[config.mk]
export PLATFORM = sky130hd
export DESIGN_NAME = framebuffer_pixel_write_unit
export DESIGN_NICKNAME = d
export VERILOG_FILES = /design/src/rtl/fpwu_pkg.sv /design/src/rtl/fpwu_ctrl.sv /design/src/rtl/fpwu_dp.sv /design/src/rtl/framebuffer_pixel_write_unit.sv
export SDC_FILE = /design/constraint.sdc
export NUM_CORES = 1
export LEC_CHECK = 0
export BUFFER_PORTS_ARGS = -buffer_cell sky130_fd_sc_hd__buf_2
export CAP_MARGIN = 40
export CORE_ASPECT_RATIO = 0.75
export CORE_MARGIN = 4
export CORE_UTILIZATION = 46
export DETAILED_ROUTE_END_ITERATION = 8
export PLACE_DENSITY = 0.73
export SYNTH_ARGS = -nofsm -noshare
export SYNTH_HDL_FRONTEND = slang
export SYNTH_SLANG_ARGS = --single-unit
[constraint.sdc]
create_clock -name clk_i -period 16.31 [get_ports clk_i]
set_input_delay 2.4465 -clock clk_i [delete_from_list [all_inputs] [get_ports clk_i]]
set_output_delay 2.4465 -clock clk_i [all_outputs]
set_load 0.02 [all_outputs]
[src/rtl/fpwu_pkg.sv]
// Shared types and constants for the framebuffer pixel write unit.
`timescale 1ns / 1ps
`default_nettype none

package fpwu_pkg;

  // Configuration register indexes
  localparam logic [2:0] CFG_PIXEL_FORMAT = 3'd0;
  localparam logic [2:0] CFG_BANKED_MODE  = 3'd1;
  localparam logic [2:0] CFG_SCREEN_W     = 3'd2;
  localparam logic [2:0] CFG_SCREEN_H     = 3'd3;
  localparam logic [2:0] CFG_ROW_BYTES    = 3'd4;
  localparam logic [2:0] CFG_GRANULES     = 3'd5;
  localparam logic [2:0] CFG_SECOND_WIN   = 3'd6;

  // Pixel formats
  localparam logic [2:0] FMT_PLANAR = 3'd0;
  localparam logic [2:0] FMT_8BPP   = 3'd1;
  localparam logic [2:0] FMT_16BPP  = 3'd2;
  localparam logic [2:0] FMT_24BPP  = 3'd3;
  localparam logic [2:0] FMT_32BPP  = 3'd4;

  localparam logic [7:0] MASK_TOP_BIT = 8'h80;
  localparam logic [1:0] LAST_PLANE   = 2'd3;

  typedef enum logic [1:0] {
    KIND_WRITE = 2'd0,
    KIND_MOVE  = 2'd1,
    KIND_PLANE = 2'd2
  } kind_e;

  // Controller to datapath
  typedef struct packed {
    logic       load_in;
    logic       load_line;
    logic       load_addr;
    logic       load_out;
    logic [1:0] plane;
  } cmd_t;

  // Datapath to controller
  typedef struct packed {
    logic drop;
    logic last;
  } sts_t;

endpackage

`default_nettype wire

[src/rtl/fpwu_ctrl.sv]
// Sequencing state machine for the framebuffer pixel write unit.
`timescale 1ns / 1ps
`default_nettype none

module fpwu_ctrl import fpwu_pkg::*; (
  input  wire logic clk_i,
  input  wire logic rst_ni,
  input  wire logic in_valid_i,
  output logic      in_ready_o,
  output logic      out_valid_o,
  input  wire logic out_ready_i,
  input  wire sts_t sts_i,
  output cmd_t      cmd_o
);

  typedef enum logic [3:0] {
    S_IDLE = 4'b0001,
    S_MUL  = 4'b0010,
    S_ADDR = 4'b0100,
    S_EMIT = 4'b1000
  } state_e;

  state_e     state_q, state_d;
  logic [1:0] plane_q, plane_d;
  logic       out_valid_q, out_valid_d;
  logic       load;

  assign load = (state_q == S_EMIT) && (!out_valid_q || out_ready_i);

  always_comb begin
    state_d     = state_q;
    plane_d     = plane_q;
    out_valid_d = out_valid_q;
    if (out_ready_i) begin
      out_valid_d = 1'b0;
    end
    unique case (state_q)
      S_IDLE: begin
        plane_d = 2'd0;
        if (in_valid_i) begin
          state_d = S_MUL;
        end
      end
      S_MUL:  state_d = S_ADDR;
      S_ADDR: state_d = sts_i.drop ? S_IDLE : S_EMIT;
      S_EMIT: begin
        if (load) begin
          out_valid_d = 1'b1;
          plane_d     = plane_q + 2'd1;
          if (sts_i.last) begin
            state_d = S_IDLE;
          end
        end
      end
      default: state_d = S_IDLE;
    endcase
  end

  always_ff @(posedge clk_i or negedge rst_ni) begin
    if (!rst_ni) begin
      state_q     <= S_IDLE;
      plane_q     <= 2'd0;
      out_valid_q <= 1'b0;
    end else begin
      state_q     <= state_d;
      plane_q     <= plane_d;
      out_valid_q <= out_valid_d;
    end
  end

  assign in_ready_o      = (state_q == S_IDLE);
  assign out_valid_o     = out_valid_q;
  assign cmd_o.load_in   = (state_q == S_IDLE) && in_valid_i;
  assign cmd_o.load_line = (state_q == S_MUL);
  assign cmd_o.load_addr = (state_q == S_ADDR);
  assign cmd_o.load_out  = load;
  assign cmd_o.plane     = plane_q;

endmodule

`default_nettype wire

[src/rtl/fpwu_dp.sv]
// Datapath: configuration, address arithmetic, bank tracking and result register.
`timescale 1ns / 1ps
`default_nettype none

module fpwu_dp import fpwu_pkg::*; (
  input  wire logic        clk_i,
  input  wire logic        rst_ni,
  input  wire logic        cfg_we_i,
  input  wire logic [2:0]  cfg_index_i,
  input  wire logic [15:0] cfg_data_i,
  input  wire logic [15:0] pos_x_i,
  input  wire logic [15:0] pos_y_i,
  input  wire logic [31:0] pixel_color_i,
  input  wire cmd_t        cmd_i,
  output sts_t             sts_o,
  output logic [1:0]       kind_o,
  output logic [31:0]      address_o,
  output logic [31:0]      write_data_o,
  output logic [2:0]       byte_count_o,
  output logic [1:0]       plane_o,
  output logic [7:0]       bit_mask_o,
  output logic             set_bit_o,
  output logic             window_select_o,
  output logic [15:0]      window_position_o,
  output logic             last_o
);

  // Configuration
  logic [2:0]  fmt_q;
  logic        banked_q;
  logic [15:0] width_q, height_q, row_bytes_q;
  logic [6:0]  gran_q;
  logic        win_sel_q;

  // Bank tracking
  logic        bank_known_q, bank_known_d;
  logic [15:0] cur_bank_q, cur_bank_d;

  // Item payload and intermediates
  logic [15:0] x_q, y_q;
  logic [31:0] c_q;
  logic [31:0] line_q, addr_q, offset;
  logic        drop_q;

  // Result register
  kind_e       kind_q, kind_d;
  logic [31:0] address_q, address_d, data_q, data_d;
  logic [2:0]  count_q, count_d;
  logic [1:0]  plane_q, plane_d;
  logic [7:0]  mask_q, mask_d;
  logic        set_q, set_d, wsel_q, wsel_d, last_q;
  logic [15:0] wpos_q, wpos_d;

  logic        planar, need_move, res_last;
  logic [15:0] bank;
  logic [22:0] wpos_full;
  logic [31:0] color_masked;

  always_ff @(posedge clk_i or negedge rst_ni) begin
    if (!rst_ni) begin
      fmt_q       <= FMT_8BPP;
      banked_q    <= 1'b0;
      width_q     <= 16'd0;
      height_q    <= 16'd0;
      row_bytes_q <= 16'd0;
      gran_q      <= 7'd1;
      win_sel_q   <= 1'b0;
    end else if (cfg_we_i) begin
      unique case (cfg_index_i)
        CFG_PIXEL_FORMAT: fmt_q       <= cfg_data_i[2:0];
        CFG_BANKED_MODE:  banked_q    <= cfg_data_i[0];
        CFG_SCREEN_W:     width_q     <= cfg_data_i;
        CFG_SCREEN_H:     height_q    <= cfg_data_i;
        CFG_ROW_BYTES:    row_bytes_q <= cfg_data_i;
        CFG_GRANULES:     gran_q      <= cfg_data_i[6:0];
        CFG_SECOND_WIN:   win_sel_q   <= cfg_data_i[0];
        default: ;
      endcase
    end
  end

  assign planar = (fmt_q == FMT_PLANAR);

  always_comb begin
    unique case (fmt_q)
      FMT_8BPP:  offset = {16'd0, x_q};
      FMT_16BPP: offset = {15'd0, x_q, 1'b0};
      FMT_24BPP: offset = {16'd0, x_q} + {15'd0, x_q, 1'b0};
      FMT_32BPP: offset = {14'd0, x_q, 2'b0};
      default:   offset = {19'd0, x_q[15:3]};
    endcase
  end

  always_comb begin
    unique case (fmt_q)
      FMT_8BPP:  color_masked = {24'd0, c_q[7:0]};
      FMT_16BPP: color_masked = {16'd0, c_q[15:0]};
      FMT_24BPP: color_masked = {8'd0, c_q[23:0]};
      default:   color_masked = c_q;
    endcase
  end

  assign bank      = addr_q[31:16];
  assign wpos_full = bank * gran_q;
  assign need_move = banked_q && !planar && (!bank_known_q || (bank != cur_bank_q));
  // A bank move is followed by the write itself, so it is never the last result.
  assign res_last  = planar ? (cmd_i.plane == LAST_PLANE) : !need_move;

  always_comb begin
    kind_d       = KIND_WRITE;
    address_d    = 32'd0;
    data_d       = 32'd0;
    count_d      = 3'd0;
    plane_d      = 2'd0;
    mask_d       = 8'd0;
    set_d        = 1'b0;
    wsel_d       = 1'b0;
    wpos_d       = 16'd0;
    bank_known_d = bank_known_q;
    cur_bank_d   = cur_bank_q;
    if (planar) begin
      kind_d    = KIND_PLANE;
      address_d = addr_q;
      plane_d   = cmd_i.plane;
      mask_d    = MASK_TOP_BIT >> x_q[2:0];
      set_d     = c_q[cmd_i.plane];
    end else if (need_move) begin
      kind_d       = KIND_MOVE;
      wsel_d       = win_sel_q;
      wpos_d       = wpos_full[15:0];
      bank_known_d = 1'b1;
      cur_bank_d   = bank;
    end else begin
      kind_d    = KIND_WRITE;
      address_d = banked_q ? {16'd0, addr_q[15:0]} : addr_q;
      data_d    = color_masked;
      count_d   = fmt_q;
    end
  end

  always_ff @(posedge clk_i or negedge rst_ni) begin
    if (!rst_ni) begin
      bank_known_q <= 1'b0;
      cur_bank_q   <= 16'd0;
    end else if (cmd_i.load_out) begin
      bank_known_q <= bank_known_d;
      cur_bank_q   <= cur_bank_d;
    end
  end

  always_ff @(posedge clk_i) begin
    if (cmd_i.load_in) begin
      x_q <= pos_x_i;
      y_q <= pos_y_i;
      c_q <= pixel_color_i;
    end
    if (cmd_i.load_line) begin
      line_q <= row_bytes_q * y_q;
      drop_q <= (x_q >= width_q) || (y_q >= height_q) || (fmt_q > FMT_32BPP);
    end
    if (cmd_i.load_addr) begin
      addr_q <= line_q + offset;
    end
    if (cmd_i.load_out) begin
      kind_q    <= kind_d;
      address_q <= address_d;
      data_q    <= data_d;
      count_q   <= count_d;
      plane_q   <= plane_d;
      mask_q    <= mask_d;
      set_q     <= set_d;
      wsel_q    <= wsel_d;
      wpos_q    <= wpos_d;
      last_q    <= res_last;
    end
  end

  assign sts_o.drop = drop_q;
  assign sts_o.last = res_last;

  assign kind_o            = kind_q;
  assign address_o         = address_q;
  assign write_data_o      = data_q;
  assign byte_count_o      = count_q;
  assign plane_o           = plane_q;
  assign bit_mask_o        = mask_q;
  assign set_bit_o         = set_q;
  assign window_select_o   = wsel_q;
  assign window_position_o = wpos_q;
  assign last_o            = last_q;

endmodule

`default_nettype wire

[src/rtl/framebuffer_pixel_write_unit.sv]
// Top level: pixel write to framebuffer transaction generator.
// An accepted pixel's first result passes the row multiply, address add and result
//   register in turn; clipped pixels give none.
// Results: 1, 2 or 4 per pixel (0 when clipped), walked by the sequencer one
//   result per cycle, while the output is not held back, through a single output
//   register; the next pixel is accepted once its last result is loaded.
// Reset: rst_ni asynchronous, active low; restores register defaults and forgets the bank.
`timescale 1ns / 1ps
`default_nettype none

module framebuffer_pixel_write_unit import fpwu_pkg::*; (
  input  wire logic        clk_i,
  input  wire logic        rst_ni,
  // configuration writes
  input  wire logic        cfg_we_i,
  input  wire logic [2:0]  cfg_index_i,
  input  wire logic [15:0] cfg_data_i,
  // pixel transactions
  input  wire logic        in_valid_i,
  output logic             in_ready_o,
  input  wire logic [15:0] pos_x_i,
  input  wire logic [15:0] pos_y_i,
  input  wire logic [31:0] pixel_color_i,
  // memory / window transactions
  output logic             out_valid_o,
  input  wire logic        out_ready_i,
  output logic [1:0]       kind_o,
  output logic [31:0]      address_o,
  output logic [31:0]      write_data_o,
  output logic [2:0]       byte_count_o,
  output logic [1:0]       plane_o,
  output logic [7:0]       bit_mask_o,
  output logic             set_bit_o,
  output logic             window_select_o,
  output logic [15:0]      window_position_o,
  output logic             last_o
);

  cmd_t cmd;
  sts_t sts;

  // Controller: steps each pixel through multiply, add and result emission,
  // and owns the output valid flag so the next pixel can enter while the
  // final result of the previous one is still waiting.
  fpwu_ctrl u_ctrl (
    .clk_i       (clk_i),
    .rst_ni      (rst_ni),
    .in_valid_i  (in_valid_i),
    .in_ready_o  (in_ready_o),
    .out_valid_o (out_valid_o),
    .out_ready_i (out_ready_i),
    .sts_i       (sts),
    .cmd_o       (cmd)
  );

  // Datapath: config registers, row_bytes*y, offset add, bank compare and
  // the payload register of the outgoing transaction.
  fpwu_dp u_dp (
    .clk_i             (clk_i),
    .rst_ni            (rst_ni),
    .cfg_we_i          (cfg_we_i),
    .cfg_index_i       (cfg_index_i),
    .cfg_data_i        (cfg_data_i),
    .pos_x_i           (pos_x_i),
    .pos_y_i           (pos_y_i),
    .pixel_color_i     (pixel_color_i),
    .cmd_i             (cmd),
    .sts_o             (sts),
    .kind_o            (kind_o),
    .address_o         (address_o),
    .write_data_o      (write_data_o),
    .byte_count_o      (byte_count_o),
    .plane_o           (plane_o),
    .bit_mask_o        (bit_mask_o),
    .set_bit_o         (set_bit_o),
    .window_select_o   (window_select_o),
    .window_position_o (window_position_o),
    .last_o            (last_o)
  );

  // A window move always precedes its write, so it never closes a pixel.
  a_move_not_last: assert property (@(posedge clk_i) disable iff (!rst_ni)
    out_valid_o && (kind_o == KIND_MOVE) |-> !last_o)
    else $error("window move flagged as last transaction");

  // Planar pixels close on the final plane.
  a_plane_last: assert property (@(posedge clk_i) disable iff (!rst_ni)
    out_valid_o && (kind_o == KIND_PLANE) && last_o |-> (plane_o == LAST_PLANE))
    else $error("planar update closed on wrong plane");

  // One pixel in flight: acceptance drops ready in the next cycle.
  a_one_pixel: assert property (@(posedge clk_i) disable iff (!rst_ni)
    in_valid_i && in_ready_o |=> !in_ready_o)
    else $error("second pixel accepted while busy");

endmodule

`default_nettype wire
# == Word-level counts from Yosys, hierarchy flattened ==
# Index checks and enable logic that the tools add are counted.
# op_classes
reduce_logical,27
add_sub_neg,3
order_cmp,4
eq_ne,19
bitwise_logic,2
n_shift,1
n_mul,2
n_mux,19
# op_table
operator,n
case mux 32 bit (4 select lines),1
two-way mux 32 bit,3
case mux 32 bit (3 select lines),1
adder 32 bit,1
>= comparator 16 bit,2
multiplier 16 x 16 -> 32 bit,1
adder 16 x 17 -> 18 bit,1
multiplier 16 x 7 -> 16 bit,1
two-way mux 4 bit,4
inequality test 16 bit,1
case mux 4 bit (4 select lines),1
AND reduction 2 bit,8
== test 3 x 2 -> 1 bit (second input constant),4
== test 3 bit (second input constant),4
right shift 8 x 3 -> 8 bit (first input constant),1
== test 3 x 1 -> 1 bit (second input constant),2
zero test 3 bit,2
less-than comparator 2 x 6 -> 1 bit (second input constant),1
two-way mux 1 bit,6
AND reduction 3 bit,2
== test 4 x 1 -> 1 bit (second input constant),1
== test 4 x 2 -> 1 bit (second input constant),1
== test 4 x 3 -> 1 bit (second input constant),1
== test 4 bit (second input constant),1
other kinds (14),26
# totals
register_bits,311
elab_cells,105
inputBits,88

# == Longest topological paths before layout ==
# logic_depth
ltp_word,9
mapped_depth,22
mapped_depth_nobuf,21

# == Cells and area by module ==
# Synthesis repeated with hierarchy kept, for this count alone.
# hier_totals
hier_cells,2292
area_unflattened_um2,24805.0
# by_module_without_submodules
mod,area_per_inst_um2,seq_area_each_um2,instances,cells_each
fpwu_dp,24384.6,8745.9,1,2251
fpwu_ctrl,420.4,176.4,1,41

# == Least setup slack after synthesis ==
# Ideal clock, no wire load.
# synth_path
path_kind,register to register
from,register u_dp.y_q[1]
to,"register u_dp.line_q[29], data pin"
period_less_slack_ns,5.871
setup_slack_ns,10.439
t_arrival_ns,5.608
stages_incl_launch_ff,21
n_path_buf,1
cell_sequence,edfxtp_1 clkbuf_1 nand2_1 fa_1 fa_1 fa_1 inv_1 fa_1 fa_1 inv_1 fa_1 inv_1 ha_1 o21ai_0 a21oi_1 nand3_1 a31oi_2 o41ai_4 o31ai_4 o41ai_2 xnor2_1
# synth_via
elab_chain_len,1
# synth_lines
item,line_no,text
start: declaration,fpwu_dp.sv:40,"logic [15:0] x_q, y_q;"
start signal: assignment,fpwu_dp.sv:154,y_q <= pos_y_i;
multiplier 16 x 16 -> 32 bit,fpwu_dp.sv:158,line_q <= row_bytes_q * y_q;
end signal: assignment,fpwu_dp.sv:158,
end: declaration,fpwu_dp.sv:42,"logic [31:0] line_q, addr_q, offset;"
# No other way between the ends.
# A chain may end at the register's enable or synchronous reset.

# == Worst setup path after layout ==
# layout_path
from,register u_dp.y_q[2]
to,"register u_dp.line_q[29], data pin"
# Same word-level chain as after synthesis.

==> run summary <==
All-layer global routing usage - 21.50%
Die area - 0.05770 mm2
DIE HEIGHT - 209.0 um
Layout Nets - 2970
Sequential cell area fraction in the yosys report - 36.00%
Met3 Use GR - 5.082%
Setup violations, final - 0
First-pass GRT wire length - 98460 um
DRC violations left - 0
Dpl cell area - 0.02646 mm2
Post-route ant nets - 0
Core area - 0.05316 mm2
Final slew viol count - 0
Routability cong. - 0.9388
CP arrival - 6.61 ns
Total grt overflow - 0
Highest fanout seen on the critical path - 17
Average size of a mapped cell - 10.88 um2
Worst Clk Skew - 0.02808 ns
Post-DP HPWL - 47490 um
Post-Synthesis Cell Area - 0.02479 mm2
# diodes - 0
Busiest grt layer - met2
Initial Utilization - 46.62%
Rel. slew slack - 41.77%
Largest net degree at the start of global routing - 60
Final Routed Wirelength - 61830 um
Rows - 73
Vias per cell - 5.338
Met2 Use GR - 33.48%
Vias in the first global route - 17.45k
Post-synth EDFFs - 227
Post-Layout Inst Area - 0.02754 mm2
CP startpoint kind - flop
First DRT Iteration DRCs - 1475
Boundary pin count - 188
Synth Warn # - 0
Fin crit share - 38.77%
Final hold vios - 0
CTS tree - yes
Mapped Nets - 2810
Crit path kind - flop to flop
Hold Path Class - flop to flop
Post-cts hold buffer count - 0
Clock tree buffer depth - 3
H-tree depth - 2
CTS buffer count - 34
Status - finished, final reports clean
Critical Path RT - 16.60 ns
Share of cells above drive strength 1 - 14.29%
Die Wd - 276.0 um
Gate count of the mapped netlist - 2278
CP endpoint kind - flop
Worst skew pair latency - 0.55 ns
Met1 usage - 31.05%
Port bufs - 187
RSZ-0062 raised after global routing - no
Tmin final - 6.323 ns
Vias - 16.95k
DR WL/cell - 19.47 um
CTS Root Cell - clkbuf_16
Reg clk slew, reported paths - 0.06 ns
Post-cts gate resize count - 0
Ys flop type - edfxtp_1
Yosys cell types - 79
Setup TNS Final - 0 ns
# clock sinks - 311
DR pass1 iterations - 6
P&R area growth vs syn - 11.11%
Flops & latches, synth - 311
Antenna violations before repair - 1
Tightest Pin Transition - 0.8735 ns
Post-synth ARST share - 27.01%
Post-CTS setup buffer count - 0
Max-cap violations - 0
Fmax - 158.2 MHz
[worst max-delay path: stages, from the launching register on]
cell      delay (ns)
edfxtp_1        0.82
nand2_1         0.17
fa_1            0.51
fa_1            0.52
fa_1            0.52
inv_1           0.06
fa_1            0.48
fa_1            0.49
inv_1           0.05
fa_1            0.47
inv_1           0.04
ha_1            0.32
o21ai_0         0.36
a21oi_1         0.14
nand3_1         0.11
a31oi_2         0.07
o41ai_4         0.43
o31ai_4         0.14
o41ai_2         0.26
xnor2_1         0.10
[synthesized netlist by cell type (all sizes together) (6+ instances only)]
master | n | area share (%)
a2111oi | 8 | 0.31
a211oi | 7 | 0.27
a21o | 33 | 1.0
a21oi | 78 | 1.7
a31oi | 8 | 0.23
and2 | 211 | 5.3
and3 | 34 | 0.86
clkbuf | 74 | 1.1
dfrtp | 81 | 8.2
edfxtp | 227 | 28
fa | 248 | 20
ha | 196 | 9.9
inv | 337 | 5.1
mux2 | 60 | 2.7
nand2 | 261 | 4.0
nand2b | 16 | 0.40
nand3 | 29 | 0.59
nand4 | 7 | 0.18
nor2 | 73 | 1.1
nor2b | 7 | 0.18
nor3 | 20 | 0.42
o211ai | 8 | 0.24
o21a | 10 | 0.30
o21ai | 46 | 0.93
o22ai | 6 | 0.15
o31ai | 7 | 0.34
or2 | 6 | 0.15
xnor2 | 78 | 2.8
xor2 | 25 | 0.88
[state kept, by name, indices dropped and copies added, names as in the netlist, 32 cells and up]
signal / flops
u_dp.address_o: 32
u_dp.c_q: 32
u_dp.addr_q: 32
u_dp.write_data_o: 32
u_dp.line_q: 32
[worst paths after layout]
check / startpoint / endpoint / slack, ns / cells past startpoint
min in group asynchronous: rst_ni / u_ctrl.out_valid_o / 1.92 / 1
max in group asynchronous: rst_ni / u_dp.gran_q[3] / 13.28 / 2
worst max-delay path: u_dp.y_q[2] / u_dp.line_q[29] / 9.99 / 19
worst min register to register: u_dp.bank_known_q / u_dp.bank_known_q / 0.48 / 1
worst min-delay path: u_dp.bank_known_q / u_dp.bank_known_q / 0.48 / 1
worst max register to register: u_dp.y_q[2] / u_dp.line_q[29] / 9.99 / 19
[layout make-up]
type                            count  area [um2]
Fill cell                        4762       25620
Multi-Input combinational cell   1552       14330
Sequential cell                   311        8922
Inverter                          338        1271
Timing Repair Buffer              201        1047
Clock buffer                       44       898.4
Tap cell                          712       890.9
Clock inverter                     17       178.9
[metrics by stage]
step	setup WS (ns)	hold slack, ns	instances	utilization [%]
floorplan	10.44	0.4353	2278	-
global placement	10.07	0.4504	3113	49.76
detailed placement	10.01	0.4606	3114	49.78
CTS	10.03	0.4748	3175	51.80
global route	9.701	0.4821	3175	51.80
finish	9.987	0.4804	3175	51.80
[per-layer routing]
| layer | up-vias | wire length (um) | part of all wire, % |
|---|---|---|---|
| met4 | 0 | 1167 | 1.9 |
| li1 | 7806 | - | - |
| met5 | - | 0 | 0 |
| met3 | 81 | 5610 | 9.1 |
| met1 | 8387 | 27580 | 45 |
| met2 | 673 | 27470 | 44 |
[placed cells by master (no fill, tap or decap), types with 7 or more instances in the layout]
cell / count
dfrtp_1: 81
and3_1: 34
a31oi_1: 7
nand4_1: 7
xor2_1: 25
nor2_1: 73
a21o_1: 31
xnor2_1: 78
clkbuf_16: 34
and2_1: 210
mux2_2: 60
edfxtp_1: 227
a21oi_1: 75
buf_4: 14
nand3_1: 29
inv_1: 336
o211ai_1: 8
ha_1: 196
clkbuf_1: 9
nor2b_1: 7
o21ai_0: 45
nor3_1: 18
nand2b_1: 16
nand2_1: 260
buf_2: 186
fa_1: 248
o21a_1: 10
[kinds of logic after synthesis]
kind of cell,count (synthesis),synth area share [%]
simple gates,683,13.78
fa+ha+maj,444,29.93
buf+inv,415,6.295
flops,311,36.00
compound gates,258,7.376
xor+xnor,103,3.640
mux,64,2.989
Power is left out: the tool's default activity adds up to more than one toggle a clock period on the data nets, which glitch-free logic cannot reach.
